`src/sv/extended_timer_with_idle_compare_top_assert.svh`:
```
// Assertion macros for the extended timer with idle compare.
// Depends on clk_i and rst_ni being visible where a macro is used.
`ifndef EXTENDED_TIMER_WITH_IDLE_COMPARE_TOP_ASSERT_SVH
`define EXTENDED_TIMER_WITH_IDLE_COMPARE_TOP_ASSERT_SVH

// Same-cycle implication, checked out of reset.
`define ETIC_ASSERT_NOW(label, ante, cons, msg) \
  label: assert property (@(posedge clk_i) disable iff (!rst_ni) (ante) |-> (cons)) \
    else $error(msg);

// Next-cycle implication, checked out of reset.
`define ETIC_ASSERT_NEXT(label, ante, cons, msg) \
  label: assert property (@(posedge clk_i) disable iff (!rst_ni) (ante) |=> (cons)) \
    else $error(msg);

`endif

```
`src/sv/etic_pkg.sv`:
```
// Package for the extended timer with idle compare: item and result types,
// command and register codes, reset values. No dependencies.
package etic_pkg;

  localparam logic [1:0] CMD_TICK = 2'd0;
  localparam logic [1:0] CMD_READ = 2'd1;
  localparam logic [1:0] CMD_IDLE = 2'd2;

  localparam logic [1:0] MODE_AWAKE      = 2'd0;
  localparam logic [1:0] MODE_POWER_SAVE = 2'd1;
  localparam logic [1:0] MODE_DEEP_SLEEP = 2'd2;

  localparam logic [1:0] REG_SLEEP_ENABLE = 2'd0;
  localparam logic [1:0] REG_STAY_AWAKE   = 2'd1;
  localparam logic [1:0] REG_DEEP_SLEEP   = 2'd2;

  localparam logic [15:0] RELOAD_VALUE       = 16'hFFFF;
  localparam logic        SLEEP_ENABLE_RESET = 1'b1;
  localparam logic [15:0] STAY_AWAKE_RESET   = 16'd16;
  localparam logic [15:0] DEEP_SLEEP_RESET   = 16'd1024;

  typedef struct packed {
    logic [1:0]  command;
    logic [31:0] idle_duration;
  } in_item_t;

  typedef struct packed {
    logic [31:0] timer_value;
    logic [1:0]  sleep_mode;
    logic [15:0] sleep_ticks;
    logic        wake_event;
    logic        wrap_event;
  } out_item_t;

  typedef struct packed {
    logic        sleep_enable;
    logic [15:0] stay_awake_threshold;
    logic [15:0] deep_sleep_threshold;
  } cfg_t;

endpackage

```
`src/sv/etic_stream_if.sv`:
```
// Valid/ready stream interface carrying one payload of type T.
// No dependencies; the payload type is chosen where the interface is instantiated.
interface etic_stream_if #(
  parameter type T = logic
) ();
  logic valid;
  logic ready;
  T     data;

  modport source (output valid, output data, input ready);
  modport sink   (input valid, input data, output ready);
endinterface

```
`src/sv/etic_cfg.sv`:
```
// Configuration register bank for the extended timer.
// Depends on etic_pkg.
module etic_cfg (
  input  logic          clk_i,
  input  logic          rst_ni,
  input  logic          cfg_we_i,
  input  logic [1:0]    cfg_idx_i,
  input  logic [15:0]   cfg_data_i,
  output etic_pkg::cfg_t cfg_o
);
  import etic_pkg::*;

  cfg_t cfg_q, cfg_d;

  always_comb begin
    cfg_d = cfg_q;
    if (cfg_we_i) begin
      unique case (cfg_idx_i)
        REG_SLEEP_ENABLE: cfg_d.sleep_enable         = cfg_data_i[0];
        REG_STAY_AWAKE:   cfg_d.stay_awake_threshold = cfg_data_i;
        REG_DEEP_SLEEP:   cfg_d.deep_sleep_threshold = cfg_data_i;
        default:          cfg_d = cfg_q;
      endcase
    end
  end

  always_ff @(posedge clk_i or negedge rst_ni) begin
    if (!rst_ni) begin
      cfg_q.sleep_enable         <= SLEEP_ENABLE_RESET;
      cfg_q.stay_awake_threshold <= STAY_AWAKE_RESET;
      cfg_q.deep_sleep_threshold <= DEEP_SLEEP_RESET;
    end else begin
      cfg_q <= cfg_d;
    end
  end

  assign cfg_o = cfg_q;

endmodule

```
`src/sv/etic_in_reg.sv`:
```
// Input register stage: captures one command transaction and holds it
// until the engine consumes it. Depends on etic_pkg and etic_stream_if.
module etic_in_reg (
  input  logic              clk_i,
  input  logic              rst_ni,
  etic_stream_if.sink       in_if,
  input  logic              advance_i,
  output logic              valid_o,
  output etic_pkg::in_item_t item_o
);
  import etic_pkg::*;

  logic     valid_q, valid_d;
  in_item_t item_q, item_d;
  logic     take;

  // The stage frees up in the same cycle the engine consumes it.
  assign in_if.ready = !valid_q || advance_i;
  assign take        = in_if.valid && in_if.ready;

  always_comb begin
    valid_d = valid_q;
    if (take) begin
      valid_d = 1'b1;
    end else if (advance_i) begin
      valid_d = 1'b0;
    end
  end

  assign item_d = take ? in_if.data : item_q;

  always_ff @(posedge clk_i or negedge rst_ni) begin
    if (!rst_ni) begin
      valid_q <= 1'b0;
    end else begin
      valid_q <= valid_d;
    end
  end

  always_ff @(posedge clk_i) begin
    item_q <= item_d;
  end

  assign valid_o = valid_q;
  assign item_o  = item_q;

endmodule

```
`src/sv/etic_engine.sv`:
```
// Timer engine: counter, wrap count and compare state, the single-pass
// command logic and the result register. Depends on etic_pkg, etic_stream_if
// and the assertion macro header.
module etic_engine (
  input  logic               clk_i,
  input  logic               rst_ni,
  input  logic               valid_i,
  input  etic_pkg::in_item_t item_i,
  input  etic_pkg::cfg_t     cfg_i,
  output logic               advance_o,
  etic_stream_if.source      out_if
);
  import etic_pkg::*;

  logic [15:0] cnt_q, cnt_d;
  logic [15:0] wrap_q, wrap_d;
  logic [15:0] cmp_q, cmp_d;
  logic        res_valid_q, res_valid_d;
  out_item_t   res_q, res_d;

  logic [15:0] cnt_inc;
  logic [32:0] span;
  logic        reach_wrap;
  logic        idle_go;
  logic [15:0] sleep_time;

  // A transaction moves on when the result register is empty or being drained.
  assign advance_o = valid_i && (!res_valid_q || out_if.ready);

  assign cnt_inc    = cnt_q + 16'd1;
  assign span       = {17'd0, cnt_q} + {1'b0, item_i.idle_duration};
  assign reach_wrap = span >= {17'd0, RELOAD_VALUE};
  assign idle_go    = cfg_i.sleep_enable
                      && (item_i.idle_duration > {16'd0, cfg_i.stay_awake_threshold});
  // Below the wrap point the duration is known to fit in 16 bits.
  assign sleep_time = reach_wrap ? (RELOAD_VALUE - cnt_q) : item_i.idle_duration[15:0];

  always_comb begin
    cnt_d  = cnt_q;
    wrap_d = wrap_q;
    cmp_d  = cmp_q;
    res_d  = '0;
    unique case (item_i.command)
      CMD_TICK: begin
        cnt_d = cnt_inc;
        if (cnt_inc == cmp_q) begin
          res_d.wake_event = 1'b1;
          cmp_d            = RELOAD_VALUE;
        end
        if (cnt_inc == RELOAD_VALUE) begin
          res_d.wrap_event = 1'b1;
          wrap_d           = wrap_q + 16'd1;
        end
      end
      CMD_READ: begin
        res_d.timer_value = {wrap_q, cnt_inc};
      end
      CMD_IDLE: begin
        if (idle_go) begin
          if (!reach_wrap) begin
            cmp_d = cnt_q + item_i.idle_duration[15:0];
          end
          priority if (sleep_time > cfg_i.deep_sleep_threshold) begin
            res_d.sleep_mode = MODE_DEEP_SLEEP;
          end else if (sleep_time > cfg_i.stay_awake_threshold) begin
            res_d.sleep_mode = MODE_POWER_SAVE;
          end else begin
            res_d.sleep_mode = MODE_AWAKE;
          end
          res_d.sleep_ticks = sleep_time;
        end
      end
      default: begin
        res_d = '0;
      end
    endcase
  end

  always_comb begin
    res_valid_d = res_valid_q;
    if (advance_o) begin
      res_valid_d = 1'b1;
    end else if (out_if.ready) begin
      res_valid_d = 1'b0;
    end
  end

  always_ff @(posedge clk_i or negedge rst_ni) begin
    if (!rst_ni) begin
      cnt_q       <= '0;
      wrap_q      <= '0;
      cmp_q       <= RELOAD_VALUE;
      res_valid_q <= 1'b0;
    end else begin
      res_valid_q <= res_valid_d;
      if (advance_o) begin
        cnt_q  <= cnt_d;
        wrap_q <= wrap_d;
        cmp_q  <= cmp_d;
      end
    end
  end

  always_ff @(posedge clk_i) begin
    if (advance_o) begin
      res_q <= res_d;
    end
  end

  assign out_if.valid = res_valid_q;
  assign out_if.data  = res_q;

`include "extended_timer_with_idle_compare_top_assert.svh"

  // State only changes together with the result that reports it, so a
  // pending wrap result must still see the counter at the reload value.
  `ETIC_ASSERT_NOW(a_wrap_at_reload, res_valid_q && res_q.wrap_event, cnt_q == RELOAD_VALUE, "wrap result without counter at reload value")
  `ETIC_ASSERT_NOW(a_wake_restores_cmp, res_valid_q && res_q.wake_event, cmp_q == RELOAD_VALUE, "wake result without compare restored")
  `ETIC_ASSERT_NOW(a_idle_result_clean, res_valid_q && (res_q.sleep_ticks != 16'd0), (res_q.timer_value == 32'd0) && !res_q.wake_event && !res_q.wrap_event, "idle result carries tick or read fields")
  `ETIC_ASSERT_NEXT(a_count_only_on_tick, advance_o && (item_i.command != CMD_TICK), $stable(cnt_q) && $stable(wrap_q), "counter moved on a non-tick command")

endmodule

```
`src/sv/extended_timer_with_idle_compare_top.sv`:
```
// Extended timer with idle compare: a 16-bit tick counter widened to 32 bits by a wrap count,
// with a read command and an idle request. Depends on etic_pkg, etic_stream_if and the modules.
// A command transaction passes through the input register into the engine's result register.
// Throughput: one transaction per cycle unless the result sink stalls; the engine is single-pass.
// Reset (rst_ni, asynchronous, active low) clears counter and wrap count, sets compare
// to 0xFFFF and the configuration to enable 1, stay-awake 16 and deep-sleep 1024.
module extended_timer_with_idle_compare_top (
  input  logic         clk_i,
  input  logic         rst_ni,
  // Configuration write port: register index 0 sleep enable, 1 stay-awake
  // threshold, 2 deep-sleep threshold. Index 3 is ignored.
  input  logic         cfg_we_i,
  input  logic [1:0]   cfg_idx_i,
  input  logic [15:0]  cfg_data_i,
  // Command transactions in, result transactions out.
  etic_stream_if.sink   in_if,
  etic_stream_if.source out_if
);
  import etic_pkg::*;

  cfg_t     cfg;
  logic     stage_valid;
  in_item_t stage_item;
  logic     advance;

  // Configuration registers. The user must write them only while the timer is idle, so
  // the engine sees a settled set of thresholds for every transaction; the block does not enforce it.
  etic_cfg u_cfg (
    .clk_i      (clk_i),
    .rst_ni     (rst_ni),
    .cfg_we_i   (cfg_we_i),
    .cfg_idx_i  (cfg_idx_i),
    .cfg_data_i (cfg_data_i),
    .cfg_o      (cfg)
  );

  // Input register. While a finished result waits at the output it can still
  // take one more transaction; after that the input stalls until the sink
  // drains the waiting result.
  etic_in_reg u_in_reg (
    .clk_i     (clk_i),
    .rst_ni    (rst_ni),
    .in_if     (in_if),
    .advance_i (advance),
    .valid_o   (stage_valid),
    .item_o    (stage_item)
  );

  // Engine: all of one command's work happens in the cycle it moves from
  // the input register into the result register, state included, so the
  // next command sees the updated counter without any forwarding.
  etic_engine u_engine (
    .clk_i     (clk_i),
    .rst_ni    (rst_ni),
    .valid_i   (stage_valid),
    .item_i    (stage_item),
    .cfg_i     (cfg),
    .advance_o (advance),
    .out_if    (out_if)
  );

endmodule

```
`src/flat_wrapper.sv`:
```
// flat-port wrapper written by rule: the top's interface ports become plain ports
module extended_timer_with_idle_compare_top_flat import etic_pkg::*;
  (clk_i, rst_ni, cfg_we_i, cfg_idx_i, cfg_data_i, in_if_valid, in_if_data, in_if_ready, out_if_valid, out_if_data, out_if_ready);
  etic_stream_if #(.T(in_item_t)) in_if_i ();
  etic_stream_if #(.T(out_item_t)) out_if_i ();
  input  logic clk_i;
  input  logic rst_ni;
  input  logic cfg_we_i;
  input  logic [1:0] cfg_idx_i;
  input  logic [15:0] cfg_data_i;
  input wire logic [$bits(in_if_i.valid)-1:0] in_if_valid;
  input wire logic [$bits(in_if_i.data)-1:0] in_if_data;
  output wire logic [$bits(in_if_i.ready)-1:0] in_if_ready;
  output wire logic [$bits(out_if_i.valid)-1:0] out_if_valid;
  output wire logic [$bits(out_if_i.data)-1:0] out_if_data;
  input wire logic [$bits(out_if_i.ready)-1:0] out_if_ready;
  assign in_if_i.valid = in_if_valid;
  assign in_if_i.data = in_if_data;
  assign in_if_ready = in_if_i.ready;
  assign out_if_valid = out_if_i.valid;
  assign out_if_data = out_if_i.data;
  assign out_if_i.ready = out_if_ready;
  extended_timer_with_idle_compare_top u_core (.clk_i(clk_i), .rst_ni(rst_ni), .cfg_we_i(cfg_we_i), .cfg_idx_i(cfg_idx_i), .cfg_data_i(cfg_data_i), .in_if(in_if_i), .out_if(out_if_i));
endmodule
```
`config.mk`:
```
export PLATFORM = sky130hd
export DESIGN_NAME = extended_timer_with_idle_compare_top_flat
export DESIGN_NICKNAME = d
export VERILOG_FILES = /design/src/sv/etic_pkg.sv /design/src/sv/etic_stream_if.sv /design/src/sv/etic_cfg.sv /design/src/sv/etic_in_reg.sv /design/src/sv/etic_engine.sv /design/src/sv/extended_timer_with_idle_compare_top.sv /design/src/flat_wrapper.sv
export VERILOG_INCLUDE_DIRS = /design/src /design/src/sv
export SDC_FILE = /design/constraint.sdc
export NUM_CORES = 1
export LEC_CHECK = 0
export ABC_AREA = 1
export BUFFER_PORTS_ARGS = -buffer_cell sky130_fd_sc_hd__buf_2
export CAP_MARGIN = 20
export CORE_MARGIN = 3
export CORE_UTILIZATION = 50
export CTS_BUF_LIST = sky130_fd_sc_hd__clkbuf_8
export DETAILED_ROUTE_END_ITERATION = 10
export PLACE_DENSITY = 0.78
export SLEW_MARGIN = 20
export SYNTH_ARGS = -nofsm -noshare
export SYNTH_HDL_FRONTEND = slang
export SYNTH_SLANG_ARGS = --single-unit
export TNS_END_PERCENT = 50
```
`constraint.sdc`:
```
create_clock -name clk_i -period 4.75 [get_ports clk_i]
set_clock_uncertainty 0.1 [all_clocks]
set_input_delay 0.7125 -clock clk_i [delete_from_list [all_inputs] [get_ports clk_i]]
set_output_delay 0.7125 -clock clk_i [all_outputs]
set_load 0.05 [all_outputs]
```
Word-level counts from Yosys, hierarchy flattened --
Index checks and enable logic that the tools add are counted.
Operators by class: $lt $le $gt $ge 4, multiply operators 0, bitwise gates (word level) 2, muxes and demuxes 13, $add $sub $neg 5, equality and inequality tests 9, reduce and logical (&&, ||, !) cells 20, shift-type cells 0, divide/modulo/power cells 0
Operators with widths (number):
- $mux W16 | 4
- $add A16 B32 Y33 | 1
- $ge A33 B16 Y1 const B | 1
- $add A16 B1 Y16 const B | 2
- $gt A16 B16 Y1 | 2
- $gt A32 B16 Y1 | 1
- $pmux W16 S2 | 1
- $add A16 B16 Y16 | 1
- $eq A16 B16 Y1 | 1
- $eq A16 B16 Y1 const B | 1
- $sub A16 B16 Y16 const A | 1
- $reduce_and A2 Y1 | 5
- $mux W1 | 7
- $ne A2 B2 Y1 const B | 3
- $reduce_bool A2 Y1 | 3
- $reduce_and A5 Y1 | 1
- $eq A2 B1 Y1 const B | 2
- $eq A2 B2 Y1 const B | 2
- $logic_not A2 Y1 | 2
- $logic_and A1 B1 Y1 | 3
- $reduce_and A3 Y1 | 1
- $reduce_or A3 Y1 | 1
- $logic_not A1 Y1 | 2
- $logic_or A1 B1 Y1 | 2
- 2 further kinds | 3
Word-level totals: bits in writable memories 0, input port bits 57, memories 0, flip-flop bits (word level) 169, ROM bits 0, latch bits 0, logic and storage cells 69

Logic depth before layout (Yosys ltp) --
depth in word-level cells 6, mapped depth 29

Cells and area by module --
A second synthesis with hierarchy kept.
Second synthesis, totals: cell total of the unflattened synthesis 1402, area total of the unflattened synthesis 11024.3 µm²
By module, submodules not included:
- etic_engine | times used 1, area an instance 8291.7 µm², cells each 1212
- etic_cfg | times used 1, area an instance 1666.6 µm², cells each 150
- etic_in_reg | times used 1, area an instance 1066.0 µm², cells each 40

Worst setup path before layout --
OpenSTA, ideal clock, no wires.
kind register to register, start point register u_core.u_engine.cnt_q[0], end point register u_core.u_engine.res_q (netlist bit u_core.u_engine.out_if.data[18]), data pin, path slack 788 ps, arrival 3600 ps, setup time 262 ps, required time 4388 ps, period minus slack after synthesis 3962 ps, cell stages (with the launch flop) 24, path through dfrtp_1 -> ha_1 -> fa_1 -> nand2_1 -> nand2_1 -> nand3_1 -> nand2_2 -> nand2_2 -> nand3_4 -> nand2_1 -> xor2_1 -> nand3_2 -> nor2_4 -> nand2_2 -> buf_2 -> nand2_1 -> nand2_1 -> ha_1 -> nand2_1 -> inv_1 -> a221oi_1 -> o21ai_0 -> a221oi_1 -> nor3_1
Between the ends: word-level cells in the longest chain between the ends 5, elaborated cells between the ends (all ways) 8
Ends and longest elaborated chain:
- start: declaration | line etic_engine.sv:15 | logic [15:0] cnt_q, cnt_d;
- start signal: assignment | line etic_engine.sv:97 | cnt_q <= cnt_d;
- $add A16 B32 Y33 | line etic_engine.sv:31 | assign span = {17'd0, cnt_q} + {1'b0, item_i.idle_duration};
- $ge A33 B16 Y1 | line etic_engine.sv:32 | assign reach_wrap = span >= {17'd0, RELOAD_VALUE};
- $mux W16 (*) | line etic_engine.sv:36 | assign sleep_time = reach_wrap ? (RELOAD_VALUE - cnt_q) : item_i.idle_duration[15:0];
- via u_core.u_engine.sleep_time[3] | line etic_engine.sv:25 | logic [15:0] sleep_time;
- $gt A16 B16 Y1 (on tied branches) | line etic_engine.sv:63, etic_engine.sv:65
- $reduce_or A3 Y1 (no source line) / $mux W1 (equally long branches)
- end signal: assignment | line etic_engine.sv:106 | res_q <= res_d;
- end: declaration | line etic_engine.sv:19 | out_item_t res_q, res_d;
Mark *: on every way through the listed nets, which the timed path passes. The rest lies on a longest branch. A chain may end at the register's enable or synchronous reset.

Worst setup path after layout --
start point register u_core.u_in_reg.item_q (netlist bit u_core.u_in_reg.item_o[0]), end point register u_core.u_engine.res_q (netlist bit u_core.u_engine.out_if.data[18]), data pin
Between the ends: word-level cells in the longest chain between the ends 5, elaborated cells between the ends (all ways) 10
Ends and longest elaborated chain:
- start: declaration | line etic_in_reg.sv:14 | in_item_t item_q, item_d;
- start signal: assignment | line etic_in_reg.sv:41 | item_q <= item_d;
- $add A16 B32 Y33 (*) | line etic_engine.sv:31
- $ge A33 B16 Y1 (*) | line etic_engine.sv:32
- $mux W16 (*) | line etic_engine.sv:36
- via u_core.u_engine.sleep_time[1] | line etic_engine.sv:25
- $gt A16 B16 Y1 (on tied branches) | line etic_engine.sv:63, etic_engine.sv:65
- $reduce_or A3 Y1 (no source line) / $mux W1 (equally long branches)
Marks and branches as above.

==> results.toml <==
[setup_path]
cp_max_fo = 17
worstPathArrival_ns = 4.44
crit_type = "reg2reg"
reg2reg_depth = 29
worstSetupStartpointType = "flop"
crit_top_cell = "nand2_1"
end_kind = "flop"
cpPeakStageDelay_ns = 0.45
crit_family = "simple AND/OR/NAND/NOR gates"
r2r_end = "u_core.u_engine.out_if.data[18]"
required_ns = 4.86
r2r_setup_slack_ns = 0.42
critPathSlowestCell = "edfxtp_1"
worst-path-buf-inv = 1
r2r-start = "u_core.u_in_reg.item_o[0]"

[global_route]
busiest_layer = "met2"
overflow = 0
grtUsageMet1 = 0.357
grt_pass1_wl_um = 43800
use_met3 = 0.0401
grt_max_degree = 84
track_usage = 0.247
gr-usage-met2 = 0.384
antenna_found_initial = 0
grt_pass1_vias = 8470

[yosys]
synth_edf_count = 86
synth_top_area_frac = 0.244
ys_ff_latch = 169
syn_area_um2 = 10600
synthTopCellsByArea = "edfxtp_1 24%, dfrtp_1 15%, nand2_1 13%, ha_1 7.9%, inv_1 6.7%"
syn_nets = 1442
syn_area_per_cell_um2 = 8.02
synth_flop_cell = "edfxtp_1"
synth_top_area_cell = "edfxtp_1"
async_flop_share = 0.491
synth_seq_area_share = 0.443
synthCells = 1317
ys_warn_count = 0
synth_cell_types = 51

[floorplanning]
die_w_um = 151
dieArea_um2 = 22900
num_rows = 52
core_area_um2 = 20500
initial_utilization = 0.515
die-height_um = 151
io_pins = 111

[sta]
fin_hold_ws_ns = 0.190
post-route-period-util = 0.911
fmax_mhz = 231
slew_viol_final = 0
slew_headroom = 0.288
setup_viol = 0
timing.setup.tns_ns = 0
rsz0062_at_grt = "no"
setup_ws_ns = 0.421
fin_crit_ns = 4.33
hold_violations = 0
worst_pin_slew_ns = 1.07

[cts]
clk_pin_slew_ns = 0.10
cts.htree.levels = 4
cts.path.max_buffers = 2
cts_root_buf = "clkbuf_8"
numCtsBuffers = 17
hold_buffers = 0
clk_latency_ns = 0.48
cts_tree = "built"
cts_setup_buffers = 0
clock-sinks = 169
ctsResizeCount = 0

[place]
place_ws_ns = 0.467
dp_hpwl_um = 21500
portBuffers = 110
gp_congestion = 0.993
dp_cells = 1686

[layout]
syn_to_final_growth_pct = 12.1
drive_above_1_share = 0.175
n_antenna_cell = 0
final_cell_count_no_fill = 1719
nets = 1561

[power]
ir_worst_vdd_mv = 0.203
power_density_nw_per_um2 = 366
comb_power_share = 0.297
power.internal_w = 0.00272
total_power_w = 0.00433
switchingPower_w = 0.00161
total_leakage_power_nw = 5.66
seqPwrFrac = 0.457
switching_share = 0.372
pwr-share-clk = 0.246

[detailed_routing]
drtAntennaViolNets = 0
route.vias.total = 9103
wire_per_inst_um = 16.2
drt_iter0_drc = 831
drt-total-wl_um = 27800
drc = 0
dr.pass1.iters = 5
vias_per_cell = 5.30

[status]
status = "finished, final reports clean"

[job]
drv_cap = 0

[min_path]
hp-class = "in2async"
==> per-layer routing <==
layer / wire (um) / up-vias
li1: - / 4540
met1: 12500 / 4150
met2: 12500 / 365
met3: 2110 / 48
met4: 692 / 0
met5: 0 / -
==> flip-flops by register name (all words and copies together) (netlist names) <==
register	flops
u_core.u_engine.out_if.data	52
u_core.u_engine.cnt_q	16
u_core.u_engine.wrap_q	16
u_core.u_engine.cmp_q	16
u_core.u_cfg.cfg_o	33
u_core.u_in_reg.item_o	34
u_core.u_in_reg.valid_o	1
u_core.u_engine.out_if.valid	1
==> cells in the final DEF (no fill, tap or decap), types with 17 or more instances in the layout <==
master / Yosys / routed
a21oi_1: 41 / 41
buf_2: 1 / 109
clkbuf_8: 0 / 17
dfrtp_1: 64 / 64
dfstp_2: 19 / 19
edfxtp_1: 86 / 86
ha_1: 67 / 67
inv_1: 188 / 188
nand2_1: 362 / 362
nand2_2: 19 / 19
nand3_1: 120 / 119
nand4_1: 20 / 20
nor2_1: 106 / 106
nor3_1: 19 / 19
o21ai_0: 61 / 61
xor2_1: 23 / 23
==> worst max-delay path by stage <==
stage                         startpoint                               to  slack (ns)  cells after the start
2_1_floorplan   u_core.u_engine.cnt_q[0]  u_core.u_engine.out_if.data[18]        0.79                     23
3_3_place_gp   u_core.u_in_reg.item_o[0]  u_core.u_engine.out_if.data[18]        0.48                     25
3_5_place_dp   u_core.u_in_reg.item_o[0]  u_core.u_engine.out_if.data[18]        0.47                     25
4_1_cts        u_core.u_in_reg.item_o[0]  u_core.u_engine.out_if.data[18]        0.44                     25
5_1_grt        u_core.u_in_reg.item_o[0]  u_core.u_engine.out_if.data[18]        0.03                     29
6_report       u_core.u_in_reg.item_o[0]  u_core.u_engine.out_if.data[18]        0.42                     29
==> Yosys cell counts, types with 3 or more instances <==
master / instances
nor2_2: 13
o21ai_0: 61
edfxtp_1: 86
nand2_1: 362
nor3_2: 5
inv_1: 188
xor2_1: 23
a21oi_1: 41
nor3_1: 19
nand2_2: 19
nand3_1: 120
buf_4: 4
nand4_1: 20
dfrtp_1: 64
nand3b_1: 3
o21ai_2: 10
and2_1: 3
o21ai_1: 5
or2_2: 3
buf_6: 3
nand3_2: 6
nor2_4: 4
clkbuf_1: 14
nand2_4: 4
ha_1: 67
nor4_1: 9
dfstp_2: 19
nor2_1: 106
xnor2_1: 3
inv_2: 9
==> logic make-up (layout without fill, tap and decap cells) <==
group | count (synthesis) | after routing | synth area share
AOI/OAI and AO/OA | 130 | 130 | 0.0688
and+or+nand+nor | 702 | 702 | 0.299
DFF | 169 | 169 | 0.443
adders and majority gates | 68 | 68 | 0.0813
buffers and inverters | 220 | 352 | 0.0819
xor gates and xnor gates | 28 | 28 | 0.0252
==> worst register-to-register path: cells and delay by family, from the launching register on <==
family	cells	cell delay (ns)
fa+ha+maj	3	0.98
simple gates	22	2.10
flops	1	0.45
compound gates	3	0.40
buf+inv	1	0.04
==> per-stage QoR <==
step / util / instance area, um^2
2_1_floorplan: - / 10600
3_3_place_gp: 0.557 / 11400
3_5_place_dp: 0.557 / 11400
4_1_cts: 0.577 / 11800
5_1_grt: 0.578 / 11800
6_report: 0.578 / 11800
==> power by group through the flow <==
| stage | logic (W) | clock network, W | registers, W |
|---|---|---|---|
| 6_report | 0.00128 | 0.00107 | 0.00198 |
| 2_1_floorplan | 0.000752 | 0 | 0.00217 |
| 3_5_place_dp | 0.00127 | 0 | 0.00201 |
| 3_3_place_gp | 0.00125 | 0 | 0.00200 |
| 4_1_cts | 0.00128 | 0.00109 | 0.00198 |
| 5_1_grt | 0.00144 | 0.00115 | 0.00201 |
==> layout make-up <==
class,instances,area [um^2]
Fill cell,1900,8650
Clock buffer,17,234
Tap cell,270,338
Sequential cell,169,4680
Multi-Input combinational cell,928,5020
Clock inverter,15,168
Timing Repair Buffer,122,654
Inverter,198,743
No activity file was read; power rests on OpenSTA's default activity.
